**src/rtl/core/mandelbrot_escape_pixel_unit_macros.svh**
```systemverilog
// Assertion macros shared by the Mandelbrot escape-time pixel unit.
`ifndef MANDELBROT_ESCAPE_PIXEL_UNIT_MACROS_SVH
`define MANDELBROT_ESCAPE_PIXEL_UNIT_MACROS_SVH

// Same-cycle implication, checked on every rising edge outside reset.
`define MEP_ASSERT_IMP(label, pre, post) \
  label: assert property (@(posedge clk) disable iff (rst) (pre) |-> (post)) \
    else $error("mep assertion failed");

// Next-cycle implication, checked on every rising edge outside reset.
`define MEP_ASSERT_NXT(label, pre, post) \
  label: assert property (@(posedge clk) disable iff (rst) (pre) |=> (post)) \
    else $error("mep assertion failed");

`endif

```
**src/rtl/core/mep_pkg.sv**
```systemverilog
// Types and constants of the Mandelbrot escape-time pixel unit.
package mep_pkg;

  // Fixed-point format and image limits
  localparam int FRAC_BITS = 28;
  localparam int MAX_DIM   = 4096;
  localparam int COORD_W   = 32;

  // Register indexes on the configuration port
  localparam logic [2:0] REG_REAL_MIN = 3'd0;
  localparam logic [2:0] REG_REAL_MAX = 3'd1;
  localparam logic [2:0] REG_IMAG_MIN = 3'd2;
  localparam logic [2:0] REG_IMAG_MAX = 3'd3;
  localparam logic [2:0] REG_WIDTH    = 3'd4;
  localparam logic [2:0] REG_HEIGHT   = 3'd5;
  localparam logic [2:0] REG_MAX_ITER = 3'd6;

  // 255^8, the full-scale term of the colour rule
  localparam logic [63:0] FULL_SCALE_8 = 64'd17878103347812890625;

  // x/5 as (x*205)>>10, exact for x up to 765
  localparam logic [17:0] RECIP_5     = 18'd205;
  localparam int          RECIP_SHIFT = 10;

  // Mapped point handed from the front end to the iteration engine
  typedef struct packed {
    logic signed [COORD_W-1:0] cx;
    logic signed [COORD_W-1:0] cy;
  } coord_t;

endpackage

```
**src/rtl/core/mep_queue.sv**
```systemverilog
// Two-entry queue of mapped points between front end and iteration engine.
module mep_queue import mep_pkg::*; (
  input  logic   clk,
  input  logic   rst,
  input  logic   in_valid,
  output logic   in_ready,
  input  coord_t in_data,
  output logic   out_valid,
  input  logic   out_ready,
  output coord_t out_data
);

  coord_t     mem [2];
  logic       wr_ptr;
  logic       rd_ptr;
  logic [1:0] fill;
  logic       push;
  logic       pop;

  assign in_ready  = (fill != 2'd2);
  assign out_valid = (fill != 2'd0);
  assign out_data  = mem[rd_ptr];
  assign push      = in_valid && in_ready;
  assign pop       = out_valid && out_ready;

  // Store incoming points
  always_ff @(posedge clk) begin
    if (push) begin
      mem[wr_ptr] <= in_data;
    end
  end

  // Advance pointers and fill level
  always_ff @(posedge clk) begin
    if (rst) begin
      wr_ptr <= 1'b0;
      rd_ptr <= 1'b0;
      fill   <= 2'd0;
    end else begin
      if (push) begin
        wr_ptr <= ~wr_ptr;
      end
      if (pop) begin
        rd_ptr <= ~rd_ptr;
      end
      if (push && !pop) begin
        fill <= fill + 2'd1;
      end else if (pop && !push) begin
        fill <= fill - 2'd1;
      end
    end
  end

endmodule

```
**config.mk**
```make
export PLATFORM = sky130hd
export DESIGN_NAME = mep_queue
export DESIGN_NICKNAME = d
export VERILOG_FILES = /design/src/rtl/core/mandelbrot_escape_pixel_unit_macros.svh /design/src/rtl/core/mep_pkg.sv /design/src/rtl/core/mep_queue.sv
export SDC_FILE = /design/constraint.sdc
export NUM_CORES = 1
export LEC_CHECK = 0
export ABC_AREA = 1
export BUFFER_PORTS_ARGS = -buffer_cell sky130_fd_sc_hd__buf_2
export CAP_MARGIN = 5
export CORE_MARGIN = 5
export CORE_UTILIZATION = 30
export CTS_CLUSTER_SIZE = 12
export DETAILED_ROUTE_END_ITERATION = 8
export PLACE_DENSITY_LB_ADDON = 0.1
export SLEW_MARGIN = 20
export SYNTH_ARGS = -nofsm -noshare
export SYNTH_HDL_FRONTEND = slang
export SYNTH_SLANG_ARGS = --single-unit
export TNS_END_PERCENT = 50
```
**constraint.sdc**
```tcl
create_clock -name clk -period 10.8 [get_ports clk]
set_input_delay 0.54 -clock clk [delete_from_list [all_inputs] [get_ports clk]]
set_output_delay 0.54 -clock clk [all_outputs]
set_load 0.02 [all_outputs]
```
==> out/metrics.csv <==
metric;value;unit
status;finished, final reports clean;
GPL Wtd Cong;0.6560;
WHS;0.3181;ns
switching pwr;0.4620;mW
Max IR drop VDD;113.8;uV
clock slew at the register clock pins of the worst setup and hold paths;0.06;ns
drt pass-1 iters;4;
ANT cells;0;
P_leak;2.586;nW
Gates resized, CTS repair;0;
die area;19920;sq um
Sw Ratio;28.42;%
Die H;141.2;um
antenna viol nets, final;0;
Num Clock Sinks;133;
IO buf count;133;
GRT Total Usage;10.38;%
Setup Skew;0.004146;ns
RSZ-0062 raised after global routing;no;
Final setup viols;0;
nets@finish;453;
Clock Path Buffers;2;
Post-Layout Cell Count;622;
CTS Buf Count;17;
Initial Util;30.25;%
Synth Warn #;0;
kind of critical path;reg2out;
Gate Count Post-Synth;236;
Clk pwr share;32.7;%
Critical Path AT;2.38;ns
Slew Limit Headroom;40.02;%
Final WS setup;7.879;ns
Initial DRC Count;150;
initial antenna violation count;1;
Post-Syn Nets;305;
vias in the first global route;2832;
Slew Limit Fails;0;
final hold violation count;0;
Via Count;2529;
TritonCTS clock tree;done;
sequential area share after synthesis;76.43;%
share of cells above drive strength 1;57.93;%
fmax;342.4;MHz
Synth Cell Area;5160;sq um
Distinct cells, synth;14;
Worst Tran Pin Value;0.8998;ns
CORE AREA;17060;sq um
syn_area_per_cell;21.86;sq um
setup tns final;0;ns
Hold Path Class;in2reg;
number of vias per cell;4.066;
final WL;9848;um
H-tree Lvls;4;
wire per inst;15.83;um
FILL cells;1627;
Synth Register Bits;133;
Setup Fix Bufs, Post-CTS;0;
# IOs;134;
Crit Path Max Fanout;40;
pwr dens;247.7;nW/um^2
CP endpoint kind;primary output;
CTS root buffer;clkbuf_16;
# hold bufs at CTS;0;
fin crit share;27.04;%
Die Wd;141.2;um
HPWL after detailed placement;6331;um
combinational share of power;25.1;%
pin count of the biggest net entering global routing;62;
max cap viols;0;
Reg power frac;42.2;%
first-pass GRT wire length;15280;um
Tmin final;2.921;ns
pre-CTS setup slack;8.253;ns
Tot Pwr;1.626;mW
internal cell power;1.164;mW
CP required;10.26;ns
Placed Cells incl. Taps;590;
worst skew pair latency;0.40;ns
gr ovfl total;0;
Area growth syn-to-layout;27.21;%
# DRC;0;
Setup crit start kind;flop;
row cnt;48;
flip-flops by register name (all words and copies together) (netlist names), named ones only:
signal / count
wr_ptr: 1
fill: 2
mem: 128
rd_ptr: 1
Yosys cell counts:
| cell | number | share of area (%) |
|---|---|---|
| buf_6 | 1 | 0.22 |
| mux2_4 | 60 | 17 |
| nor2_1 | 7 | 0.51 |
| mux2_2 | 4 | 0.87 |
| buf_12 | 6 | 2.3 |
| nand4_1 | 1 | 0.12 |
| o21ai_0 | 2 | 0.19 |
| a21oi_1 | 2 | 0.19 |
| dfxtp_1 | 5 | 1.9 |
| nand3_1 | 2 | 0.19 |
| ha_1 | 1 | 0.24 |
| inv_1 | 8 | 0.58 |
| edfxtp_1 | 128 | 74 |
| nand2_1 | 9 | 0.65 |
routing by layer:
layer  vias up  share of wire [%]  global-route usage [%]  routed length (um)
li1       1212                  -                       -                   -
met1      1227                 40                   11.38                3909
met2        75                 51                   17.01                5034
met3        13                7.3                   5.326                 722
met4         2                1.6                   4.284                 160
met5         -               0.20                       0                  20
cell type report:
class                           count  area [sq um]  share of cell area, %
Tap cell                          225         281.5                  4.289
Multi-Input combinational cell     88          1070                  16.30
Inverter                            8         30.03                 0.4575
Clock inverter                     14         117.6                  1.792
Timing Repair Buffer              136         688.2                  10.48
Sequential cell                   133          3948                  60.14
Clock buffer                       18         429.2                  6.538
cells in the final DEF (no fill, tap or decap), types with 2 or more instances in the layout:
cell type,instances
buf_2,133
edfxtp_1,128
mux2_4,60
clkbuf_16,17
nand2_1,9
inv_1,8
clkinv_2,7
nor2_1,5
mux2_2,4
clkinv_1,4
dfxtp_1,4
buf_4,3
nor2_4,2
a21oi_1,2
nand3_1,2
o21ai_0,2
bufinv_16,2
worst max-delay path, stage by stage (launching register included):
cell	delay, ns
dfxtp_4	0.65
buf_4	0.68
mux2_2	0.41
buf_2	0.16
power groups by stage:
stage / sequential, mW / clock (mW) / combinational [mW]
floorplan: 0.683 / 0 / 0.330
global placement: 0.696 / 0 / 0.419
detailed placement: 0.698 / 0 / 0.419
CTS: 0.688 / 0.551 / 0.421
global route: 0.693 / 0.581 / 0.442
finish: 0.685 / 0.532 / 0.408
cell families (layout without fill, tap and decap cells):
| logic type | Yosys count | count (layout) | share of synthesized area (%) |
|---|---|---|---|
| AO/OA/AOI/OAI | 4 | 4 | 0.3880 |
| flip-flops | 133 | 133 | 76.43 |
| multiplexers | 64 | 64 | 18.33 |
| AND/OR/NAND/NOR | 19 | 19 | 1.479 |
| adder cells (fa/ha/maj) | 1 | 1 | 0.2424 |
| buffers and inverters | 15 | 176 | 3.128 |
stage by stage:
step | utilization (%) | area (sq um)
finish | 38.48 | 6564
detailed placement | 35.28 | 6017
global route | 38.48 | 6564
CTS | 38.48 | 6564
global placement | 35.28 | 6017
floorplan | - | 5160
path summary, 6_finish.rpt:
path,start,depth (start not counted),slack (ns),to
max,flop,3,7.88,out_data[63]
min,in_data[41],1,0.32,mem[1][41]
max reg2reg,fill[0],5,8.47,mem[0][59]
min reg2reg,rd_ptr,2,0.52,flop
(Power assumes the default switching activity.)
