==> src/rtl/core/mandelbrot_escape_pixel_unit_macros.svh <==
// Assertion macros shared by the Mandelbrot escape-time pixel unit.
`ifndef MANDELBROT_ESCAPE_PIXEL_UNIT_MACROS_SVH
`define MANDELBROT_ESCAPE_PIXEL_UNIT_MACROS_SVH

// Same-cycle implication, checked on every rising edge outside reset.
`define MEP_ASSERT_IMP(label, pre, post) \
  label: assert property (@(posedge clk) disable iff (rst) (pre) |-> (post)) \
    else $error("mep assertion failed");

// Next-cycle implication, checked on every rising edge outside reset.
`define MEP_ASSERT_NXT(label, pre, post) \
  label: assert property (@(posedge clk) disable iff (rst) (pre) |=> (post)) \
    else $error("mep assertion failed");

`endif

==> src/rtl/core/mep_pkg.sv <==
// Types and constants of the Mandelbrot escape-time pixel unit.
package mep_pkg;

  // Fixed-point format and image limits
  localparam int FRAC_BITS = 28;
  localparam int MAX_DIM   = 4096;
  localparam int COORD_W   = 32;

  // Register indexes on the configuration port
  localparam logic [2:0] REG_REAL_MIN = 3'd0;
  localparam logic [2:0] REG_REAL_MAX = 3'd1;
  localparam logic [2:0] REG_IMAG_MIN = 3'd2;
  localparam logic [2:0] REG_IMAG_MAX = 3'd3;
  localparam logic [2:0] REG_WIDTH    = 3'd4;
  localparam logic [2:0] REG_HEIGHT   = 3'd5;
  localparam logic [2:0] REG_MAX_ITER = 3'd6;

  // 255^8, the full-scale term of the colour rule
  localparam logic [63:0] FULL_SCALE_8 = 64'd17878103347812890625;

  // x/5 as (x*205)>>10, exact for x up to 765
  localparam logic [17:0] RECIP_5     = 18'd205;
  localparam int          RECIP_SHIFT = 10;

  // Mapped point handed from the front end to the iteration engine
  typedef struct packed {
    logic signed [COORD_W-1:0] cx;
    logic signed [COORD_W-1:0] cy;
  } coord_t;

endpackage

==> src/rtl/core/mep_pixel_if.sv <==
// Pixel request channel: row and column of one pixel.
interface mep_pixel_if;
  logic        valid;
  logic        ready;
  logic [11:0] pixel_row;
  logic [11:0] pixel_col;

  modport source (output valid, pixel_row, pixel_col, input ready);
  modport sink (input valid, pixel_row, pixel_col, output ready);
endinterface

==> src/rtl/core/mep_front.sv <==
// Front end: accepts pixel requests and maps them onto the complex plane.
module mep_front import mep_pkg::*; (
  input  logic                      clk,
  input  logic                      rst,
  mep_pixel_if.sink                 pixel,
  input  logic signed [COORD_W-1:0] real_min,
  input  logic signed [COORD_W-1:0] real_max,
  input  logic signed [COORD_W-1:0] imag_min,
  input  logic signed [COORD_W-1:0] imag_max,
  input  logic [12:0]               image_width,
  input  logic [12:0]               image_height,
  output logic                      pt_valid,
  input  logic                      pt_ready,
  output coord_t                    pt_data
);

  localparam int NUM_W = 47;
  localparam int CNT_W = $clog2(NUM_W);

  localparam logic [2:0] ST_IDLE = 3'd0;
  localparam logic [2:0] ST_MULA = 3'd1;
  localparam logic [2:0] ST_MULB = 3'd2;
  localparam logic [2:0] ST_ABS  = 3'd3;
  localparam logic [2:0] ST_DIV  = 3'd4;
  localparam logic [2:0] ST_SAT  = 3'd5;
  localparam logic [2:0] ST_PUSH = 3'd6;

  localparam logic [NUM_W-1:0] POS_LIMIT = NUM_W'(64'h7FFF_FFFF);
  localparam logic [NUM_W-1:0] NEG_LIMIT = NUM_W'(64'h8000_0000);

  logic [2:0]                state;
  logic                      axis;
  logic [11:0]               row;
  logic [11:0]               col;
  logic signed [NUM_W-1:0]   acc;
  logic [NUM_W-1:0]          mag;
  logic                      neg;
  logic [11:0]               rem;
  logic [CNT_W-1:0]          cnt;
  logic signed [COORD_W-1:0] cx;
  logic signed [COORD_W-1:0] cy;

  logic [11:0]               idx;
  logic signed [COORD_W-1:0] lo;
  logic signed [COORD_W-1:0] hi;
  logic [12:0]               dim;
  logic [12:0]               dclamp;
  logic [12:0]               dm1;
  logic signed [13:0]        span;
  logic signed [44:0]        prod_a;
  logic signed [45:0]        prod_b;
  logic [12:0]               trial;
  logic signed [COORD_W-1:0] sat;

  // Select the axis in work: rows map onto imaginary, columns onto real
  always_comb begin
    idx    = axis ? col : row;
    lo     = axis ? real_min : imag_min;
    hi     = axis ? real_max : imag_max;
    dim    = axis ? image_width : image_height;
    dclamp = dim;
    if (dim < 13'd2) begin
      dclamp = 13'd2;
    end else if (32'(dim) > 32'(MAX_DIM)) begin
      dclamp = 13'(MAX_DIM);
    end
    dm1    = dclamp - 13'd1;
    span   = $signed({1'b0, dm1}) - $signed({2'b0, idx});
    prod_a = 45'($signed({1'b0, idx}) * hi);
    prod_b = 46'(span * lo);
    trial  = {rem, mag[NUM_W-1]};
    if (neg) begin
      sat = (mag > NEG_LIMIT) ? $signed(NEG_LIMIT[COORD_W-1:0])
                              : $signed(COORD_W'(-mag));
    end else begin
      sat = (mag > POS_LIMIT) ? $signed(POS_LIMIT[COORD_W-1:0])
                              : $signed(mag[COORD_W-1:0]);
    end
  end

  assign pixel.ready = (state == ST_IDLE);
  assign pt_valid    = (state == ST_PUSH);
  assign pt_data     = '{cx: cx, cy: cy};

  // Sequence: two products, magnitude, bit-serial divide, saturate, per axis
  always_ff @(posedge clk) begin
    if (rst) begin
      state <= ST_IDLE;
      axis  <= 1'b0;
    end else begin
      unique case (state)
        ST_IDLE: begin
          if (pixel.valid) begin
            row   <= pixel.pixel_row;
            col   <= pixel.pixel_col;
            axis  <= 1'b0;
            state <= ST_MULA;
          end
        end
        ST_MULA: begin
          acc   <= NUM_W'(prod_a);
          state <= ST_MULB;
        end
        ST_MULB: begin
          acc   <= acc + NUM_W'(prod_b);
          state <= ST_ABS;
        end
        ST_ABS: begin
          neg   <= acc[NUM_W-1];
          mag   <= acc[NUM_W-1] ? NUM_W'(-acc) : NUM_W'(acc);
          rem   <= '0;
          cnt   <= '0;
          state <= ST_DIV;
        end
        ST_DIV: begin
          if (trial >= dm1) begin
            rem <= 12'(trial - dm1);
            mag <= {mag[NUM_W-2:0], 1'b1};
          end else begin
            rem <= trial[11:0];
            mag <= {mag[NUM_W-2:0], 1'b0};
          end
          cnt <= cnt + 1'b1;
          if (cnt == CNT_W'(NUM_W - 1)) begin
            state <= ST_SAT;
          end
        end
        ST_SAT: begin
          if (axis) begin
            cx    <= sat;
            state <= ST_PUSH;
          end else begin
            cy    <= sat;
            axis  <= 1'b1;
            state <= ST_MULA;
          end
        end
        ST_PUSH: begin
          if (pt_ready) begin
            state <= ST_IDLE;
          end
        end
        default: state <= ST_IDLE;
      endcase
    end
  end

endmodule

==> src/flat_wrapper.sv <==
// flat-port wrapper written by rule: the top's interface ports become plain ports
module mep_front_flat import mep_pkg::*;
  (clk, rst, real_min, real_max, imag_min, imag_max, image_width, image_height, pt_valid, pt_ready, pt_data, pixel_valid, pixel_pixel_row, pixel_pixel_col, pixel_ready);
  mep_pixel_if pixel_i ();
  input  logic clk;
  input  logic rst;
  input  logic signed [COORD_W-1:0] real_min;
  input  logic signed [COORD_W-1:0] real_max;
  input  logic signed [COORD_W-1:0] imag_min;
  input  logic signed [COORD_W-1:0] imag_max;
  input  logic [12:0] image_width;
  input  logic [12:0] image_height;
  output logic pt_valid;
  input  logic pt_ready;
  output coord_t pt_data;
  input wire logic [$bits(pixel_i.valid)-1:0] pixel_valid;
  input wire logic [$bits(pixel_i.pixel_row)-1:0] pixel_pixel_row;
  input wire logic [$bits(pixel_i.pixel_col)-1:0] pixel_pixel_col;
  output wire logic [$bits(pixel_i.ready)-1:0] pixel_ready;
  assign pixel_i.valid = pixel_valid;
  assign pixel_i.pixel_row = pixel_pixel_row;
  assign pixel_i.pixel_col = pixel_pixel_col;
  assign pixel_ready = pixel_i.ready;
  mep_front u_core (.clk(clk), .rst(rst), .pixel(pixel_i), .real_min(real_min), .real_max(real_max), .imag_min(imag_min), .imag_max(imag_max), .image_width(image_width), .image_height(image_height), .pt_valid(pt_valid), .pt_ready(pt_ready), .pt_data(pt_data));
endmodule
==> config.mk <==
export PLATFORM = sky130hd
export DESIGN_NAME = mep_front_flat
export DESIGN_NICKNAME = d
export VERILOG_FILES = /design/src/rtl/core/mandelbrot_escape_pixel_unit_macros.svh /design/src/rtl/core/mep_pkg.sv /design/src/rtl/core/mep_pixel_if.sv /design/src/rtl/core/mep_front.sv /design/src/flat_wrapper.sv
export SDC_FILE = /design/constraint.sdc
export NUM_CORES = 2
export LEC_CHECK = 0
export ABC_AREA = 1
export BUFFER_PORTS_ARGS = -buffer_cell sky130_fd_sc_hd__buf_2
export CORE_ASPECT_RATIO = 1.5
export CORE_MARGIN = 2
export CORE_UTILIZATION = 59
export DETAILED_ROUTE_END_ITERATION = 6
export GPL_TIMING_DRIVEN = 0
export PLACE_DENSITY_LB_ADDON = 0.12
export SLEW_MARGIN = 20
export SYNTH_ARGS = -nofsm -noshare
export SYNTH_HDL_FRONTEND = slang
export SYNTH_SLANG_ARGS = --single-unit
==> constraint.sdc <==
create_clock -name clk -period 8.58 [get_ports clk]
set_clock_uncertainty 0.2 [all_clocks]
set_input_delay 0.429 -clock clk [delete_from_list [all_inputs] [get_ports clk]]
set_output_delay 0.429 -clock clk [all_outputs]
set_load 0.01 [all_outputs]
==> metrics.md <==
| Metric | Value |
|---|---|
| RePlAce Congestion | 1.07 |
| Unique masters post-synth | 52 |
| Critical Path RT | 8650 ps |
| Initial core utilization | 59.7% |
| Global Route Usage Sum | roughly two fifths |
| Ports | between 200 and 250 |
| Max layer used | met5 |
| Port bufs | 246 |
| Inst Count DP | 6643 |
| Number of remaining DRC errors | 0 |
| Final Hold Fails | 0 |
| Worst-path fanout max | 5 |
| Top FF cell, synth | edfxtp_1 |
| Slowest stage delay, CP | 540 ps |
| Number of flops mapped to enable cells by yosys | 201 |
| Period utilization | 112% |
| Root Buffer | clkbuf_16 |
| Final setup fails | 35 |
| CTS tree | yes |
| Antenna viol nets, final | 0 |
| Flops & latches, synth | 205 |
| Failing checks | setup timing |
| Outcome | finished with violations |
| Largest net degree at the start of global routing | 28 |
| Fin cells | 6839 |
| Crit path launch type | register |
| CTS sink cnt | 205 |
| Num CTS Buffers | 26 |
| Post-synthesis sequential area ratio | 14.1% |
| Max-cap viol count | 0 |
| Max-slew violations | 0 |
| Net Count, Synth | 6646 |
| Metal-1 WL | 49.6 mm |
| Reg clk slew, reported paths | 60 ps |
| Htree depth | 1 |
| Slew headroom | 25.0% |
| DIE WIDTH | 226 um |
| Met2 wire len | 73.8 mm |
| Synth Warn # | 0 |
| Syn-to-layout area delta | 17.5% |
| Worst Hold Class | in -> reg |
| Initial antenna violation count | 5 |
| Final wirelength | roughly 160 mm |
| Post-Syn Area | about 43000 sq um |
| Grt ovf | 0 |
| Post-synthesis cell count | between 5000 and 6000 |
| Synth area leader | fa_1 |
| 1st-iter DRT viols | 3282 |
| Vias per cell | 5.77 |
| Die height | 336 um |
| Register area | 6120 sq um |
| Core area | 72800 sq um |
| Final core utilization | 70.1% |
| Yosys top cell area share | 37.4% |
| Insertion delay to the later sink of the worst-skew pair | around 600 ps |
| Area occupied by multi-input gates | 34300 sq um |
| Total die area | 75900 sq um |
| First-pass DRT Iterations | 6 |
| Slowest cell on the critical path | fa_2 |
| CP endpoint kind | register |
| Number of global-route vias before repair | 40878 |
| Crit-path leading delay family | adder cells |
| Final #Nets | about 7000 |
| Ys async rst share | 0% |
| Fill count | 5872 |
| Fmax | ~0.10 GHz |
| WL met3 | 12.6 mm |
| DR WL/cell | between 20 and 25 um |
| Via count | 39491 |
| Fraction of layout cells with a size suffix above 1 | 16.5% |
| Most Frequent Cell on Critical Path | nand2_2 |
| RSZ-0062 raised after global routing | yes |
| CP arrival | approximately 9700 ps |
| Final TNS setup | -25370 ps |
| Final Critical Period | 9620 ps |
| Syn_area_per_cell | just over 8 sq um |
| Worst Tran Pin Value | 1120 ps |
| Largest cells by area after synthesis | fa_1 (37%), edfxtp_1 (14%), inv_1 (11%), nand2_1 (8.5%), ha_1 (7.2%) |
| CP Class | reg -> reg |
| PnR worst setup slack | -1040 ps |
| Clock Path Buffers | 3 |
| Post-DP HPWL | 125 mm |
| Worst path bufs/invs | 9 |
| # rows | 121 |
| First-pass GRT wire length | 231 mm |
## flip-flops by register name (all words and copies together), names as in the netlist
name          cells
u_core.acc       47
u_core.axis       1
u_core.cnt        6
u_core.col       12
u_core.cx        32
u_core.cy        32
u_core.mag       47
u_core.neg        1
u_core.rem       12
u_core.row       12
u_core.state      3
## area by class of cell
type / count / area share [%]
flip-flops and latches: 205 / 12.0
clock buffers: 30 / 1.30
multi-input cells: 3789 / 67.2
clock inverters: 17 / 0.365
inverters: 1241 / 9.18
well taps: 984 / 2.41
repair buffers: 410 / 5.63
plain buffers: 162 / 1.90
diodes: 1 / 0.00490
## repair_timing
| item | 4_1_cts | 5_1_grt |
|---|---|---|
| setup endpoints to repair | 41 | 37 |
| hold buffers | 25 | 0 |
| gates cloned | 4 | 1 |
| pin swaps | 105 | 100 |
| setup buffers | 80 | 44 |
| resized for setup | 467 | 251 |
| endpoints found under the hold margin | 26 | 0 |
## metal layers
metal | vias to the layer above | GRT usage (%)
li1 | 17290 | -
met3 | 759 | 6.91
met1 | 19275 | 43.4
met4 | 6 | 39.2
met2 | 2161 | 69.1
met5 | - | 0
## worst paths after layout
path | slack, ps | end | from | cells after the start
worst min register to register | 370 | u_core.mag[44] | u_core.mag[43] | 2
worst max register to register | -1040 | u_core.acc[39] | u_core.axis | 48
worst min-delay path | 40 | u_core.state[1] | pt_ready | 4
worst max-delay path | -1040 | u_core.acc[39] | u_core.axis | 48
## cells in the final DEF, fill, tap and decap left out, types with 25 or more instances in the layout
master         Yosys  routed
a21oi_1          183     142
a21oi_2            0      30
a31oi_1           29      25
buf_2              8     250
buf_4              4     108
clkbuf_1         141     104
clkbuf_16          0      29
dlygate4sd3_1      0      25
edfxtp_1         201     201
fa_1             812     794
ha_1             250     205
ha_4               0      43
inv_1           1236    1189
inv_2              2      43
nand2_1          985     891
nand2_2            2      59
nand2_4            3      34
nand3_1          188     174
nand4_1           40      40
nor2_1           624     564
nor2_2             4      35
nor2_4            10      39
nor3_1            54      41
o21ai_0          266     208
o21ai_1           45      69
o21ai_2            6      28
or2_2             56      54
xnor2_1           38      34
xor2_1            78      73
## logic make-up (layout without fill, tap and decap cells)
family | after synthesis | after routing | synth area share [%]
other cells | 0 | 1 | 0
mux | 4 | 4 | 0.0921
compound gates | 599 | 599 | 7.45
flops | 205 | 205 | 14.1
fa+ha+maj | 1062 | 1062 | 44.6
buf+inv | 1408 | 1860 | 12.3
simple gates | 2008 | 2008 | 19.2
xor+xnor | 116 | 116 | 2.34
## Yosys cell counts, types with 17 or more instances
cell type     n
fa_1        812
o21ai_1      45
xor2_1       78
nor4_1       20
inv_1      1236
o21ai_0     266
clkbuf_1    141
edfxtp_1    201
nor3_1       54
nor2_1      624
xnor2_1      38
o21bai_1     17
nand4_1      40
or2_2        56
a31oi_1      29
nand3_1     188
a21oi_1     183
nand2_1     985
ha_1        250
## worst min-delay path: cells and delay by family
kind / cells / cell delay, ps
buffers and inverters: 1 / 80
AND/OR/NAND/NOR: 3 / 260
## through the flow
step | cell area (sq um) | worst slack (ps) | hold WS (ps)
finish | 51100 | -1040 | 35.1
global route | 51100 | -1250 | 70.8
CTS | 49800 | -508 | 28.0
detailed placement | 46200 | -3280 | 359
global placement | 45900 | -3320 | 349
floorplan | 43500 | 127 | 269
Power is left out: the tool's default activity adds up to more than one toggle a clock period on the data nets, which glitch-free logic cannot reach.
